File: config.mk
export PLATFORM = sky130hd
export DESIGN_NAME = spq_cell
export DESIGN_NICKNAME = d
export VERILOG_FILES = /design/src/hw/rtl/spq_pkg.sv /design/src/hw/rtl/spq_cell.sv
export SDC_FILE = /design/constraint.sdc
export NUM_CORES = 1
export LEC_CHECK = 0
export ABC_CLOCK_PERIOD_IN_PS = 5080
export BUFFER_PORTS_ARGS = -buffer_cell sky130_fd_sc_hd__buf_2
export CAP_MARGIN = 20
export CELL_PAD_IN_SITES_DETAIL_PLACEMENT = 0
export CELL_PAD_IN_SITES_GLOBAL_PLACEMENT = 1
export CORE_ASPECT_RATIO = 1.25
export CORE_MARGIN = 1
export CORE_UTILIZATION = 32
export CTS_CLUSTER_DIAMETER = 50
export DETAILED_ROUTE_END_ITERATION = 10
export PLACE_DENSITY_LB_ADDON = 0.3
export SETUP_SLACK_MARGIN = 0.2
export SYNTH_ARGS = -nofsm -noshare
export SYNTH_HDL_FRONTEND = slang
export SYNTH_SLANG_ARGS = --single-unit
export TNS_END_PERCENT = 20
File: constraint.sdc
create_clock -name clk -period 5.08 [get_ports clk]
set_input_delay 0.762 -clock clk [delete_from_list [all_inputs] [get_ports clk]]
set_output_delay 0.762 -clock clk [all_outputs]
set_load 0.02 [all_outputs]
File: src/hw/rtl/spq_pkg.sv
package spq_pkg;

	localparam int CAPACITY = 64;
	localparam int CNT_W    = $clog2(CAPACITY + 1);
	localparam int DATA_W   = 32;
	localparam int PRIO_W   = 8;
	localparam int ACT_W    = 2;
	localparam int STAT_W   = 2;
	localparam int OCC_W    = 7;

	typedef enum logic [ACT_W-1:0] {
		ACT_ENQUEUE   = 2'd0,
		ACT_DEQUEUE   = 2'd1,
		ACT_REMOVE_EQ = 2'd2,
		ACT_REMOVE_GE = 2'd3
	} action_t;

	typedef enum logic [STAT_W-1:0] {
		ST_DONE    = 2'd0,
		ST_FULL    = 2'd1,
		ST_EMPTY   = 2'd2,
		ST_NOMATCH = 2'd3
	} status_t;

	// broadcast from the top level to every cell
	typedef struct packed {
		logic              insert_mode;
		logic [PRIO_W-1:0] key;
		logic [DATA_W-1:0] new_data;
	} cell_ctrl_t;

endpackage

File: src/hw/rtl/spq_cell.sv
module spq_cell (
	input  logic                       clk,
	input  spq_pkg::cell_ctrl_t        ctrl,
	input  logic                       ins_en,
	input  logic                       rem_en,
	input  logic                       valid,
	input  logic                       prev_flag,
	input  logic [spq_pkg::DATA_W-1:0] prev_data,
	input  logic [spq_pkg::PRIO_W-1:0] prev_prio,
	input  logic [spq_pkg::DATA_W-1:0] next_data,
	input  logic [spq_pkg::PRIO_W-1:0] next_prio,
	output logic                       flag,
	output logic                       first,
	output logic                       eq,
	output logic [spq_pkg::DATA_W-1:0] data,
	output logic [spq_pkg::PRIO_W-1:0] prio
);
	import spq_pkg::*;

	logic [DATA_W-1:0] data_q;
	logic [PRIO_W-1:0] prio_q;

	// insert: cell lies at or past the insertion point
	// remove: cell lies at or past the first entry not below the key
	always_comb begin
		if (ctrl.insert_mode) begin
			flag = !valid || (prio_q > ctrl.key);
		end else begin
			flag = valid && (prio_q >= ctrl.key);
		end
		first = flag && !prev_flag;
		eq    = valid && (prio_q == ctrl.key);
	end

	always_ff @(posedge clk) begin
		if (ins_en && flag) begin
			if (prev_flag) begin
				data_q <= prev_data;
				prio_q <= prev_prio;
			end else begin
				data_q <= ctrl.new_data;
				prio_q <= ctrl.key;
			end
		end else if (rem_en && flag) begin
			data_q <= next_data;
			prio_q <= next_prio;
		end
	end

	assign data = data_q;
	assign prio = prio_q;

endmodule

==> impl_metrics.env <==
export IMPL_static_leakage_power_nw=1.757
export IMPL_drcViolationCount=0
export IMPL_ys_seq_area_share_pct=47.06
export IMPL_finalWorstSetupSlack_ps=1867
export IMPL_critical_path_class="input pin to flip-flop"
export IMPL_syn_instance_count=173
export IMPL_synth_fp_nets=307
export IMPL_buffers_inserted_by_post_cts_timing_repair=0
export IMPL_detailed_place_hpwl_um=4738
export IMPL_detailroute_via_count=2012
export IMPL_grt_antenna_before_repair=0
export IMPL_timing_critical_path_fanout_max=21
export IMPL_max_slew_margin_rel_pct=30.90
export IMPL_synth_enable_flop_cells=40
export IMPL_setup_worst_path_end_class="flip-flop"
export IMPL_dp_worst_setup_slack_ps=1541
export IMPL_wl_per_cell_um=13.89
export IMPL_synth_ff_latch_count=40
export IMPL_arrival_ps=3250
export IMPL_yosys_area_top_type_share_pct=47.06
export IMPL_postRouteWirelength_um=6055
export IMPL_synth_distinct_cells=22
export IMPL_cpMaxStageDelayCell="sky130_fd_sc_hd__o2111ai_4"
export IMPL_area_delta_synth_final_pct=39.90
export IMPL_globalRouteOverflowTotal=0
export IMPL_yosys_area_top_type="sky130_fd_sc_hd__edfxtp_1"
export IMPL_first_global_vias=1845
export IMPL_async_reset_ff_share_pct=0
export IMPL_fp_dieW_um=81.88
export IMPL_io_pins=169
export IMPL_postSynth_topFlopCell="sky130_fd_sc_hd__edfxtp_1"
export IMPL_number_of_endpoints_failing_setup_at_the_final_stage=0
export IMPL_floorplan_initialDensity_pct=32.95
export IMPL_antenna_violating_nets_post_route=0
export IMPL_cts_root_buf="sky130_fd_sc_hd__clkbuf_8"
export IMPL_antenna_cells_inserted=0
export IMPL_placed_area_sq_um=3473
export IMPL_synthTopCellsByCount="sky130_fd_sc_hd__edfxtp_1, sky130_fd_sc_hd__mux2_4, sky130_fd_sc_hd__mux2_2"
export IMPL_ir_worst_vdd_v=0.0001337
export IMPL_drv_cap=0
export IMPL_totalNegativeSetupSlack_ps=0
export IMPL_cp_required_ps=5120
export IMPL_design_die_area_sq_um=8339
export IMPL_cts_sinks=40
export IMPL_cts_reportedPaths_clkPinSlew_ps=80
export IMPL_tightest_slew_ps=1036
export IMPL_cts_max_level=2
export IMPL_syn_avg_cell_area_sq_um=14.75
export IMPL_grt_first_pass_wirelength_um=8763
export IMPL_grt_start_max_net_pins=49
export IMPL_fraction_of_the_cycle_the_final_worst_path_needs_pct=63.24
export IMPL_max_clock_path_buffers=2
export IMPL_hold_viol=0
export IMPL_min_period_ps=3213
export IMPL_tritoncts="done"
export IMPL_finalInstanceArea_sq_um=3571
export IMPL_critical_path_source_type="input pin"
export IMPL_worst_hold_path_type="input pin to flip-flop"
export IMPL_core_area_sq_um=7747
export IMPL_timing_fmax_ghz=0.3113
export IMPL_placement_rows=36
export IMPL_fp_dieH_um=101.9
export IMPL_rsz0062_at_grt="false"
export IMPL_groute_usage_overall_pct=14.01
export IMPL_insertion_delay_ps=290
export IMPL_routed_via_density=4.615
export IMPL_netlist_area_sq_um=2552
export IMPL_powerDensity_nw_per_um2=255.4
export IMPL_stage_delay_of_the_slowest_cell_on_the_critical_path_ps=630
export IMPL_detail_route_iter0_violations=33
export IMPL_cts_hold_fix_buffers=0
export IMPL_synth_top_cells_by_area="sky130_fd_sc_hd__edfxtp_1, sky130_fd_sc_hd__mux2_4, sky130_fd_sc_hd__mux2_2"
export IMPL_finalWeightedCongestion=0.7592
export IMPL_slew_viol_final=0
export IMPL_status="complete, no violations"
export IMPL_yosys_warnings=0
export IMPL_clock_buffer_count_from_cts=5
export IMPL_post_cts_resized_instances=0
export IMPL_design_final_nets=475
export IMPL_final_layout_size_suffix_gt1_share_pct=73.61
export IMPL_timing_critical_path_cells="buf_2 > inv_1 > ha_1 > nand4_1 > o31ai_1 > o2111ai_4 > buf_4 > mux2_4"
export IMPL_buffer_ports_inserted=168
export IMPL_finalClockSkew_ps=8.033
export IMPL_nFillCells=742
export IMPL_drt_pass1_iterations=3
==> area by class of cell <==
cell class / instances / area, sq um / area share [%]
Clock inverter: 1 / 5.005 / 0.1402
Multi-Input combinational cell: 114 / 1267 / 35.49
Tap cell: 95 / 118.9 / 3.329
Sequential cell: 40 / 1201 / 33.64
Clock buffer: 6 / 72.57 / 2.032
Timing Repair Buffer: 170 / 868.3 / 24.32
Inverter: 10 / 37.54 / 1.051
==> placed cells by master (no fill, tap or decap), types with 3 or more instances in the layout <==
master,instances
sky130_fd_sc_hd__clkbuf_8,5
sky130_fd_sc_hd__buf_2,168
sky130_fd_sc_hd__mux2_2,33
sky130_fd_sc_hd__nor2_1,3
sky130_fd_sc_hd__ha_1,8
sky130_fd_sc_hd__o21ai_0,7
sky130_fd_sc_hd__edfxtp_1,40
sky130_fd_sc_hd__inv_1,10
sky130_fd_sc_hd__mux2_4,40
sky130_fd_sc_hd__nand2_1,11
==> report_power, final <==
| part | leakage [nW] | internal (mW) | switching (mW) |
|---|---|---|---|
| Clock | 0.0410 | 0.0934 | 0.103 |
| Sequential | 0.385 | 0.412 | 0.0102 |
| Combinational | 1.33 | 0.149 | 0.144 |
| Total | 1.76 | 0.655 | 0.257 |
==> state kept, by name (all words and copies together) (netlist names) <==
signal / flops
data: 32
prio: 8
==> logic make-up (layout without fill, tap and decap cells) <==
kind of cell,Yosys count,after routing,synth area share (%)
and+or+nand+nor,19,19,3.088
buffers and inverters,19,187,4.019
adders and majority gates,8,8,3.922
muxes,73,73,38.09
DFF,40,40,47.06
AOI/OAI and AO/OA,14,14,3.823
==> critical path, delay by kind of cell <==
family / cells / cell delay (ps)
and+or+nand+nor: 1 / 140
muxes: 1 / 330
buffers and inverters: 3 / 600
adders and majority gates: 1 / 290
AOI/OAI and AO/OA: 2 / 1110
==> per-layer routing <==
| layer | routed length, um | vias up | GRT usage (%) | part of all wire (%) |
|---|---|---|---|---|
| li1 | - | 983 | - | - |
| met1 | 2446 | 922 | 16.65 | 40 |
| met2 | 3003 | 102 | 24.22 | 50 |
| met3 | 550 | 5 | 4.375 | 9.1 |
| met4 | 55 | 0 | 3.644 | 0.91 |
| met5 | 0 | - | 0 | 0 |
==> stage by stage <==
stage / total power, mW / hold WS (ps) / std cells / utilization, %
6_report: 0.9120 / 769.5 / 436 / 46.09
5_1_grt: 0.9607 / 758.9 / 436 / 46.09
4_1_cts: 0.9228 / 764.2 / 435 / 45.83
3_5_place_dp: 0.7235 / 1066 / 428 / 44.83
3_3_place_gp: 0.7205 / 1063 / 428 / 44.83
2_1_floorplan: 0.6195 / 979.5 / 173 / -
==> path summary, 6_finish.rpt <==
check	start	to	slack (ps)	depth (start not counted)
worst max-delay path	ctrl[37]	data[13]$_DFFE_PP_	1870	8
worst min-delay path	next_data[14]	data[14]$_DFFE_PP_	770	2
worst max register to register	prio[6]$_DFFE_PP_	data[13]$_DFFE_PP_	2050	6
worst min register to register	prio[4]$_DFFE_PP_	data[1]$_DFFE_PP_	1390	5
Note: power is estimated with default switching activity, not from simulation.
